<file path="src/rtl/us2utc_pkg.sv">
// Constants for the seconds-to-UTC-date converter: calendar figures and
// reciprocal multipliers used for division by constants.
// No dependencies.
package us2utc_pkg;

    // Calendar figures
    localparam int C_MAR1BC_DAYS  = 719527;  // days from March 1 of 1 BC to the epoch (+59)
    localparam int C_JAN_FEB_DAYS = 59;
    localparam int C_DAYS_400Y    = 146097;  // days in 400 Gregorian years
    localparam int C_DAY_DIV      = 675;     // 86400 / 128
    localparam int C_HOUR_DIV     = 225;     // 3600 / 16
    localparam int C_MIN_DIV      = 15;      // 60 / 4
    localparam int C_WEEK_DAYS    = 7;
    localparam int C_CENT_DIV     = 25;      // 100 / 4 and 400 / 16
    localparam int C_MON_SPAN     = 306;
    localparam int C_THIRD_DIV    = 3;       // 12 / 4

    localparam logic [31:0] C_SECS_PER_DAY  = 32'd86400;
    localparam logic [16:0] C_SECS_PER_HOUR = 17'd3600;
    localparam logic [11:0] C_SECS_PER_MIN  = 12'd60;
    localparam logic [15:0] C_EPOCH_WDAY    = 16'd4;     // 1970-01-01 was a Thursday
    localparam logic [19:0] C_DP_OFFSET     = 20'(C_MAR1BC_DAYS - C_JAN_FEB_DAYS + 2);
    localparam logic [28:0] C_YEAR_SCALE    = 29'd400;
    localparam logic [19:0] C_DAYS_PER_YEAR = 20'd365;
    localparam logic [8:0]  C_MARCH_YDAYS   = 9'd306;    // March-based day where January starts
    localparam logic [12:0] C_MON_STEP      = 13'd367;

    // Reciprocal shifts, each chosen so the truncated product is exact
    // over the full operand range.
    localparam int C_DAY_SH   = 35;
    localparam int C_HOUR_SH  = 21;
    localparam int C_MIN_SH   = 14;
    localparam int C_WDAY_SH  = 19;
    localparam int C_YEAR_SH  = 47;
    localparam int C_CENT_SH  = 15;
    localparam int C_MON_SH   = 21;
    localparam int C_THIRD_SH = 13;

    localparam logic [25:0] C_DAY_RCP  =
        26'(((64'd1 << C_DAY_SH) + 64'(C_DAY_DIV) - 64'd1) / 64'(C_DAY_DIV));
    localparam logic [13:0] C_HOUR_RCP =
        14'(((64'd1 << C_HOUR_SH) + 64'(C_HOUR_DIV) - 64'd1) / 64'(C_HOUR_DIV));
    localparam logic [10:0] C_MIN_RCP  =
        11'(((64'd1 << C_MIN_SH) + 64'(C_MIN_DIV) - 64'd1) / 64'(C_MIN_DIV));
    localparam logic [16:0] C_WDAY_RCP =
        17'(((64'd1 << C_WDAY_SH) + 64'(C_WEEK_DAYS) - 64'd1) / 64'(C_WEEK_DAYS));
    localparam logic [29:0] C_YEAR_RCP =
        30'(((64'd1 << C_YEAR_SH) + 64'(C_DAYS_400Y) - 64'd1) / 64'(C_DAYS_400Y));
    localparam logic [10:0] C_CENT_RCP =
        11'(((64'd1 << C_CENT_SH) + 64'(C_CENT_DIV) - 64'd1) / 64'(C_CENT_DIV));
    localparam logic [12:0] C_MON_RCP  =
        13'(((64'd1 << C_MON_SH) + 64'(C_MON_SPAN) - 64'd1) / 64'(C_MON_SPAN));
    localparam logic [11:0] C_THIRD_RCP =
        12'(((64'd1 << C_THIRD_SH) + 64'(C_THIRD_DIV) - 64'd1) / 64'(C_THIRD_DIV));

endpackage

</file>
<file path="src/rtl/unix_seconds_to_utc_date.sv">
// Throughput: one transaction per cycle while i_ready is high; stages S1 to S15
// each hold one item, and the result sits on the S15 output registers.
// Stalls: a stage moves when it is empty or the stage after it moves, so
// bubbles close up and the input stays ready while the output waits, until
// all 15 stages hold an item.
// Reset (i_rst_n, synchronous, active low) clears only the stage valid bits.
// Depends on us2utc_pkg.
module unix_seconds_to_utc_date
    import us2utc_pkg::*;
(
    input  logic        i_clk,
    input  logic        i_rst_n,
    input  logic        i_valid,
    output logic        o_ready,
    input  logic [31:0] i_unix_seconds,
    output logic        o_valid,
    input  logic        i_ready,
    output logic [5:0]  o_second,
    output logic [5:0]  o_minute,
    output logic [4:0]  o_hour,
    output logic [4:0]  o_day_of_month,
    output logic [3:0]  o_month,
    output logic [11:0] o_year,
    output logic [2:0]  o_weekday
);

    localparam int C_NS = 15;

    // ------------------------------------------------------------------
    // Stage flow control: valid bits ride with the data; each stage
    // advances when empty or when its successor advances.
    // ------------------------------------------------------------------
    logic [C_NS:1] r_vld;
    logic [C_NS:1] adv;

    always_comb begin
        adv[C_NS] = !r_vld[C_NS] || i_ready;
        for (int k = C_NS - 1; k >= 1; k--) begin
            adv[k] = !r_vld[k] || adv[k+1];
        end
    end

    always_ff @(posedge i_clk) begin
        if (!i_rst_n) begin
            r_vld <= '0;
        end else begin
            if (adv[1]) begin
                r_vld[1] <= i_valid;
            end
            for (int k = 2; k <= C_NS; k++) begin
                if (adv[k]) begin
                    r_vld[k] <= r_vld[k-1];
                end
            end
        end
    end

    assign o_ready = adv[1];
    assign o_valid = r_vld[C_NS];

    // ------------------------------------------------------------------
    // Datapath registers, named by stage
    // ------------------------------------------------------------------
    // S1: seconds / 86400 as (n >> 7) * reciprocal
    logic [50:0] r_s1_prod;
    logic [31:0] r_s1_n;
    // S2: day count and its seconds
    logic [15:0] r_s2_days;
    logic [31:0] r_s2_dayx;
    logic [31:0] r_s2_n;
    // S3: second of day, shifted day count, weekday operand
    logic [16:0] r_s3_rem;
    logic [19:0] r_s3_dp;
    logic [15:0] r_s3_w4;
    // S4: year numerator, hour and weekday products
    logic [28:0] r_s4_ynum;
    logic [26:0] r_s4_hp;
    logic [32:0] r_s4_wp;
    logic [16:0] r_s4_rem;
    logic [15:0] r_s4_w4;
    logic [19:0] r_s4_dp;
    // S5: year estimate product, hour, weekday quotient back-product
    logic [58:0] r_s5_yp;
    logic [4:0]  r_s5_hour;
    logic [16:0] r_s5_hx;
    logic [15:0] r_s5_wx;
    logic [16:0] r_s5_rem;
    logic [15:0] r_s5_w4;
    logic [19:0] r_s5_dp;
    // S6: estimated year, second of hour, weekday
    logic [11:0] r_s6_year0;
    logic [11:0] r_s6_r2;
    logic [2:0]  r_s6_wday;
    logic [4:0]  r_s6_hour;
    logic [19:0] r_s6_dp;
    // S7: products for the year start and the minute
    logic [19:0] r_s7_y365;
    logic [20:0] r_s7_q100p;
    logic [18:0] r_s7_q400p;
    logic [20:0] r_s7_minp;
    logic [11:0] r_s7_r2;
    logic [4:0]  r_s7_hour;
    logic [2:0]  r_s7_wday;
    logic [19:0] r_s7_dp;
    logic [11:0] r_s7_year0;
    // S8: day number of the estimated year start, leap flag, minute
    logic [19:0] r_s8_base;
    logic        r_s8_leap;
    logic [5:0]  r_s8_min;
    logic [11:0] r_s8_secx;
    logic [11:0] r_s8_r2;
    logic [4:0]  r_s8_hour;
    logic [2:0]  r_s8_wday;
    logic [19:0] r_s8_dp;
    logic [11:0] r_s8_year0;
    // S9: signed day of year, second
    logic signed [21:0] r_s9_yday;
    logic [5:0]  r_s9_sec;
    logic [5:0]  r_s9_min;
    logic [4:0]  r_s9_hour;
    logic [2:0]  r_s9_wday;
    logic [11:0] r_s9_year0;
    logic        r_s9_leap;
    // S10..S14: month estimate and day-of-month product
    logic [8:0]  r_s10_yday;
    logic [11:0] r_s11_mx;
    logic [24:0] r_s12_mp;
    logic [3:0]  r_s13_mon;
    logic [12:0] r_s13_p367;
    logic [22:0] r_s14_qp;
    logic [3:0]  r_s14_mon;
    // carried through S10..S14
    logic [8:0]  r_yday   [10:14];
    logic [11:0] r_year   [10:14];
    logic        r_jf     [10:14];
    logic [5:0]  r_sec    [10:14];
    logic [5:0]  r_min    [10:14];
    logic [4:0]  r_hour   [10:14];
    logic [2:0]  r_wday   [10:14];
    // S15: output registers
    logic [5:0]  r_s15_sec;
    logic [5:0]  r_s15_min;
    logic [4:0]  r_s15_hour;
    logic [4:0]  r_s15_mday;
    logic [3:0]  r_s15_mon;
    logic [11:0] r_s15_year;
    logic [2:0]  r_s15_wday;

    // ------------------------------------------------------------------
    // Stage logic between registers
    // ------------------------------------------------------------------
    logic [15:0] s2_days;
    logic [4:0]  s5_hour;
    logic [13:0] s5_wq;
    logic [5:0]  s8_q100;
    logic [3:0]  s8_q400;
    logic [5:0]  s8_min;
    logic        s8_div100;
    logic        s8_div400;
    logic        s8_leap;
    logic [19:0] s8_base;
    logic [21:0] s9_yday;
    logic [8:0]  s10_yday;
    logic [11:0] s10_year;
    logic [3:0]  s13_mon;
    logic [9:0]  s15_q;
    logic [9:0]  s15_mday;

    assign s2_days = r_s1_prod[C_DAY_SH +: 16];
    assign s5_hour = r_s4_hp[C_HOUR_SH +: 5];
    assign s5_wq   = r_s4_wp[C_WDAY_SH +: 14];

    // Year start: 365*y + y/4 - y/100 + y/400; y/100 = (y>>2)/25, y/400 = (y>>4)/25
    assign s8_q100   = r_s7_q100p[C_CENT_SH +: 6];
    assign s8_q400   = r_s7_q400p[C_CENT_SH +: 4];
    assign s8_min    = r_s7_minp[C_MIN_SH +: 6];
    assign s8_div100 = (10'(s8_q100) * 10'(C_CENT_DIV)) == r_s7_year0[11:2];
    assign s8_div400 = (r_s7_year0[3:0] == 4'd0)
                    && ((8'(s8_q400) * 8'(C_CENT_DIV)) == r_s7_year0[11:4]);
    assign s8_leap   = (r_s7_year0[1:0] == 2'd0) && (!s8_div100 || s8_div400);
    assign s8_base   = r_s7_y365 + 20'(r_s7_year0[11:2]) - 20'(s8_q100)
                     + 20'(s8_q400);

    // r_s8_dp carries the +2 of the year estimate; take it back off here
    assign s9_yday = 22'(r_s8_dp) - 22'd2 - 22'(r_s8_base);

    // Year estimate ran past March 1: borrow the previous March-based year
    always_comb begin
        if (r_s9_yday[21]) begin
            s10_yday = r_s9_yday[8:0] + 9'(C_DAYS_PER_YEAR) + 9'(r_s9_leap);
            s10_year = r_s9_year0 - 12'd1;
        end else begin
            s10_yday = r_s9_yday[8:0];
            s10_year = r_s9_year0;
        end
    end

    assign s13_mon = r_s12_mp[C_MON_SH +: 4];

    // mday = yday - (367*mon/12 - 30) + 1
    assign s15_q    = r_s14_qp[C_THIRD_SH +: 10];
    assign s15_mday = 10'(r_yday[14]) - s15_q + 10'd31;

    always_ff @(posedge i_clk) begin
        if (adv[1]) begin
            r_s1_prod <= 51'(i_unix_seconds[31:7]) * 51'(C_DAY_RCP);
            r_s1_n    <= i_unix_seconds;
        end
        if (adv[2]) begin
            r_s2_days <= s2_days;
            r_s2_dayx <= 32'(s2_days) * C_SECS_PER_DAY;
            r_s2_n    <= r_s1_n;
        end
        if (adv[3]) begin
            r_s3_rem <= 17'(r_s2_n - r_s2_dayx);
            r_s3_dp  <= 20'(r_s2_days) + C_DP_OFFSET;
            r_s3_w4  <= r_s2_days + C_EPOCH_WDAY;
        end
        if (adv[4]) begin
            r_s4_ynum <= 29'(r_s3_dp) * C_YEAR_SCALE;
            r_s4_hp   <= 27'(r_s3_rem[16:4]) * 27'(C_HOUR_RCP);
            r_s4_wp   <= 33'(r_s3_w4) * 33'(C_WDAY_RCP);
            r_s4_rem  <= r_s3_rem;
            r_s4_w4   <= r_s3_w4;
            r_s4_dp   <= r_s3_dp;
        end
        if (adv[5]) begin
            r_s5_yp   <= 59'(r_s4_ynum) * 59'(C_YEAR_RCP);
            r_s5_hour <= s5_hour;
            r_s5_hx   <= 17'(s5_hour) * C_SECS_PER_HOUR;
            r_s5_wx   <= 16'(s5_wq) * 16'(C_WEEK_DAYS);
            r_s5_rem  <= r_s4_rem;
            r_s5_w4   <= r_s4_w4;
            r_s5_dp   <= r_s4_dp;
        end
        if (adv[6]) begin
            r_s6_year0 <= r_s5_yp[C_YEAR_SH +: 12];
            r_s6_r2    <= 12'(r_s5_rem - r_s5_hx);
            r_s6_wday  <= 3'(r_s5_w4 - r_s5_wx);
            r_s6_hour  <= r_s5_hour;
            r_s6_dp    <= r_s5_dp;
        end
        if (adv[7]) begin
            r_s7_y365  <= 20'(r_s6_year0) * C_DAYS_PER_YEAR;
            r_s7_q100p <= 21'(r_s6_year0[11:2]) * 21'(C_CENT_RCP);
            r_s7_q400p <= 19'(r_s6_year0[11:4]) * 19'(C_CENT_RCP);
            r_s7_minp  <= 21'(r_s6_r2[11:2]) * 21'(C_MIN_RCP);
            r_s7_r2    <= r_s6_r2;
            r_s7_hour  <= r_s6_hour;
            r_s7_wday  <= r_s6_wday;
            r_s7_dp    <= r_s6_dp;
            r_s7_year0 <= r_s6_year0;
        end
        if (adv[8]) begin
            r_s8_base  <= s8_base;
            r_s8_leap  <= s8_leap;
            r_s8_min   <= s8_min;
            r_s8_secx  <= 12'(s8_min) * C_SECS_PER_MIN;
            r_s8_r2    <= r_s7_r2;
            r_s8_hour  <= r_s7_hour;
            r_s8_wday  <= r_s7_wday;
            r_s8_dp    <= r_s7_dp;
            r_s8_year0 <= r_s7_year0;
        end
        if (adv[9]) begin
            r_s9_yday  <= s9_yday;
            r_s9_sec   <= 6'(r_s8_r2 - r_s8_secx);
            r_s9_min   <= r_s8_min;
            r_s9_hour  <= r_s8_hour;
            r_s9_wday  <= r_s8_wday;
            r_s9_year0 <= r_s8_year0;
            r_s9_leap  <= r_s8_leap;
        end
        if (adv[10]) begin
            r_s10_yday  <= s10_yday;
            r_yday[10]  <= s10_yday;
            r_year[10]  <= s10_year;
            r_jf[10]    <= s10_yday >= C_MARCH_YDAYS;
            r_sec[10]   <= r_s9_sec;
            r_min[10]   <= r_s9_min;
            r_hour[10]  <= r_s9_hour;
            r_wday[10]  <= r_s9_wday;
        end
        if (adv[11]) begin
            r_s11_mx <= (12'(r_s10_yday) + 12'd31) * 12'd10;
        end
        if (adv[12]) begin
            r_s12_mp <= 25'(r_s11_mx) * 25'(C_MON_RCP);
        end
        if (adv[13]) begin
            r_s13_mon  <= s13_mon;
            r_s13_p367 <= 13'(s13_mon) * C_MON_STEP;
        end
        if (adv[14]) begin
            r_s14_qp  <= 23'(r_s13_p367[12:2]) * 23'(C_THIRD_RCP);
            r_s14_mon <= r_s13_mon;
        end
        for (int k = 11; k <= 14; k++) begin
            if (adv[k]) begin
                r_yday[k] <= r_yday[k-1];
                r_year[k] <= r_year[k-1];
                r_jf[k]   <= r_jf[k-1];
                r_sec[k]  <= r_sec[k-1];
                r_min[k]  <= r_min[k-1];
                r_hour[k] <= r_hour[k-1];
                r_wday[k] <= r_wday[k-1];
            end
        end
        // January and February belong to the next calendar year
        if (adv[15]) begin
            r_s15_sec  <= r_sec[14];
            r_s15_min  <= r_min[14];
            r_s15_hour <= r_hour[14];
            r_s15_wday <= r_wday[14];
            r_s15_mday <= s15_mday[4:0];
            r_s15_mon  <= r_jf[14] ? (r_s14_mon - 4'd10) : (r_s14_mon + 4'd2);
            r_s15_year <= r_jf[14] ? (r_year[14] + 12'd1) : r_year[14];
        end
    end

    assign o_second       = r_s15_sec;
    assign o_minute       = r_s15_min;
    assign o_hour         = r_s15_hour;
    assign o_day_of_month = r_s15_mday;
    assign o_month        = r_s15_mon;
    assign o_year         = r_s15_year;
    assign o_weekday      = r_s15_wday;

endmodule
</file>
<file path="config.mk">
export PLATFORM = sky130hd
export DESIGN_NAME = unix_seconds_to_utc_date
export DESIGN_NICKNAME = d
export VERILOG_FILES = /design/src/rtl/us2utc_pkg.sv /design/src/rtl/unix_seconds_to_utc_date.sv
export SDC_FILE = /design/constraint.sdc
export NUM_CORES = 2
export LEC_CHECK = 0
export BUFFER_PORTS_ARGS = -buffer_cell sky130_fd_sc_hd__buf_2
export CORE_MARGIN = 2
export CORE_UTILIZATION = 30
export CTS_BUF_LIST = sky130_fd_sc_hd__clkbuf_8 sky130_fd_sc_hd__clkbuf_16
export DETAILED_ROUTE_END_ITERATION = 16
export GPL_TIMING_DRIVEN = 0
export PLACE_DENSITY_LB_ADDON = 0.25
export RECOVER_POWER = 50
export SLEW_MARGIN = 15
export SYNTH_ARGS = -nofsm -noshare
export SYNTH_HDL_FRONTEND = slang
export SYNTH_SLANG_ARGS = --single-unit
</file>
<file path="constraint.sdc">
create_clock -name i_clk -period 13.6 [get_ports i_clk]
set_clock_uncertainty 0.1 [all_clocks]
set_input_delay 1.36 -clock i_clk [delete_from_list [all_inputs] [get_ports i_clk]]
set_output_delay 1.36 -clock i_clk [all_outputs]
set_load 0.01 [all_outputs]
</file>
==> reports/qor.txt <==
DR vias = 35800
hold buffers post-CTS = 0
antenna violations before repair = 1
failing checks = capacitance limit, slew limit
startpoint types = flip-flop
H-tree Lvls = 3
MaxCap Viol Count = 2
Initial Utilization = 30.2%
Yosys top cell by area = edfxtp_1
DIE AREA = 225000 sq um
final slew viol count = 73
first-pass GRT wire length = 209 mm
Nets = 7564
Primary FF master, synth = edfxtp_1
Synth cell types = 69
number of flops mapped to enable cells by yosys = 754
# setup viols final = 0
root buffer cell = clkbuf_16
ys async rst share = 0%
clock-pin slew on the worst setup and hold paths = 60 ps
IO Pins = 79
die width = 474 um
Clock Tree Buf Depth = 3
Total GRT Usage = 11.7%
Critical Path AT = 8680 ps
Worst setup EP type = flip-flop
run status = finished, violations left
RSZ-0062 raised after global routing = no
initial drt markers = 1277
Rows = 172
Die Ht = 474 um
fin util = 33.4%
# resized after CTS = 0
minimum clock period = 8350 ps
DRC = 0
Final Hold Viols = 0
Vias/cell = 4.18
pin count of the biggest net entering global routing = 59
CTS tree = yes
Crit Path Max Fanout = 10
Setup crit end = r_s5_yp[57]
fraction of layout instances using a drive strength above 1 = 4.16%
Area contributors post-synth = edfxtp_1 34%, ha_1 24%, fa_1 22%
Synth Cell Area = 66300 sq um
total CTS buffers = 84
fmax = 120 MHz
total length of routed wires = 125 mm
synthesized instance count = 5359
RR Endpoint = r_s5_yp[57]
slew margin rel. = -22.5%
top-area cell type share of the netlist area = 34.1%
Critical Path Source = r_s4_ynum[21]
core area = 220000 sq um
gp weighted congestion = 0.840
Critical Path RT = 13930 ps
Remaining Overflow, GRT = 0
register bit total from synthesis = 769
register area share after synthesis = 34.6%
Hold Crit Class = flip-flop to flip-flop
Skew-Pair Late Insertion Delay = 680 ps
Post-Route Setup TNS = 0 ps
fin crit share = 61.4%
reg-to-reg startpoint = r_s4_ynum[21]
# port buffers = 78
DP HPWL = 105 mm
Synthesis Warnings = 0
clock sinks = 769
P&R area growth vs syn = 10.8%
remaining antenna violation count = 0
vias in the first global route = 39300
register-to-register setup slack = 5250 ps
Worst Tran Pin Value = 1840 ps
Pre-antenna DRT Iters = 4
Avg Synthesized Cell Area = 12.4 sq um
WS Path Type = flip-flop to flip-flop
syn_nets = 7385
R2R depth = 24
postcts setup bufs = 0
WL per Instance = 14.6 um
[synth_stat cells, types with 9 or more instances]
cell type	instances
inv_1	1435
a211oi_1	19
xor2_1	88
nand2b_1	20
o21a_1	28
nor3_1	39
dfxtp_1	15
ha_1	1254
a31oi_1	12
nand3_1	27
nand4_1	20
o21ai_0	67
edfxtp_1	754
nor4_1	9
nand2_1	103
a21oi_1	125
o21bai_1	23
and3_1	22
a21o_1	62
fa_1	736
nor2_1	110
nor2b_1	30
and4_1	9
o211ai_1	13
xnor2_1	198
or3_1	11
and2_1	14
[cell usage in the layout (no fill, tap or decap), types with 20 or more instances in the layout]
| cell type | synthesis | layout |
|---|---|---|
| clkbuf_1 | 7 | 22 |
| nand4_1 | 20 | 20 |
| o21a_1 | 28 | 28 |
| fa_1 | 736 | 736 |
| o21bai_1 | 23 | 23 |
| clkbuf_16 | 0 | 85 |
| nand3_1 | 27 | 27 |
| ha_1 | 1254 | 1254 |
| a21oi_1 | 125 | 125 |
| xnor2_1 | 198 | 198 |
| a21o_1 | 62 | 62 |
| buf_2 | 0 | 67 |
| nand2_1 | 103 | 99 |
| xor2_1 | 88 | 88 |
| o21ai_0 | 67 | 67 |
| nor2_1 | 110 | 110 |
| nand2b_1 | 20 | 20 |
| nor2b_1 | 30 | 30 |
| nor3_1 | 39 | 39 |
| inv_1 | 1435 | 1449 |
| edfxtp_1 | 754 | 754 |
| and3_1 | 22 | 22 |
[critical path, cell delays in order (launching register included)]
cell,delay [ps]
edfxtp_1,870
inv_1,100
ha_1,380
inv_1,120
fa_1,600
fa_1,580
inv_1,60
fa_1,550
inv_1,60
fa_1,520
fa_1,560
inv_1,80
fa_1,540
inv_1,40
ha_1,260
nand3_1,150
nor4_1,520
nand4_1,150
o221ai_1,410
o211ai_1,300
a21boi_2,380
a211oi_2,130
nor3_2,320
a31oi_1,150
xnor2_1,130
[how the worst min path moves through the flow]
stage	cells after the start	end	slack (ps)	start
floorplan	0	o_hour[0]	300	r_hour[14][0]
global placement	0	r_s5_dp[14]	300	r_s4_dp[14]
detailed placement	0	o_minute[3]	300	r_min[14][3]
CTS	0	r_jf[1][3]	300	r_jf[1][2]
global route	0	r_wday[11][2]	320	r_wday[10][2]
finish	0	r_s8_min[4]	310	r_s7_minp[18]
[cell families (layout without fill, tap and decap cells)]
logic type / Yosys count / count (layout) / share of synthesized area [%]
AO/OA/AOI/OAI: 424 / 424 / 4.17
adder cells (fa/ha/maj): 1990 / 1990 / 45.9
XOR/XNOR: 286 / 286 / 3.78
other: 0 / 1 / 0
buffers and inverters: 1442 / 1688 / 8.16
AND/OR/NAND/NOR: 444 / 444 / 3.36
multiplexers: 4 / 4 / 0.0641
flip-flops: 769 / 769 / 34.6
[stage by stage]
step / hold WS [ps] / worst slack [ps] / area (sq um) / instances
detailed placement: 305 / 4950 / 70800 / 8410
CTS: 302 / 5160 / 73500 / 8563
global placement: 301 / 4940 / 70400 / 8395
global route: 318 / 4770 / 73500 / 8564
floorplan: 300 / 6120 / 66300 / 5359
finish: 306 / 5250 / 73500 / 8564
[per-layer routing]
| layer | global-route usage (%) | up-vias | share of wire (%) |
|---|---|---|---|
| met5 | 0 | - | 0 |
| met2 | 19.7 | 344 | 47 |
| met3 | 1.28 | 143 | 2.6 |
| met4 | 3.31 | 0 | 2.4 |
| li1 | - | 17900 | - |
| met1 | 15.9 | 17400 | 48 |
[state kept, by name, indices dropped and copies added, names as in the netlist, 16 cells and up]
name,cells
r_hour,25
r_min,30
r_s1_prod,18
r_s2_days,16
r_s2_n,17
r_s3_dp,16
r_s3_rem,17
r_s3_w4,16
r_s4_ynum,24
r_s6_dp,17
r_s7_dp,17
r_s7_y365,20
r_s8_base,20
r_s8_dp,17
r_sec,30
r_yday,29
r_year,60
[final cells by class]
| cell class | count | area [sq um] |
|---|---|---|
| diodes | 1 | 2.50 |
| plain buffers | 7 | 26.3 |
| clock buffers | 94 | 2250 |
| clock inverters | 59 | 534 |
| fillers | 21800 | 146000 |
| inverters | 1435 | 5390 |
| multi-input cells | 3148 | 38000 |
| flip-flops and latches | 769 | 22900 |
| well taps | 2958 | 3700 |
| repair buffers | 93 | 634 |
Power is not shown: default switching activity piles up to over one toggle a cycle in this logic, so the estimate is an artifact.
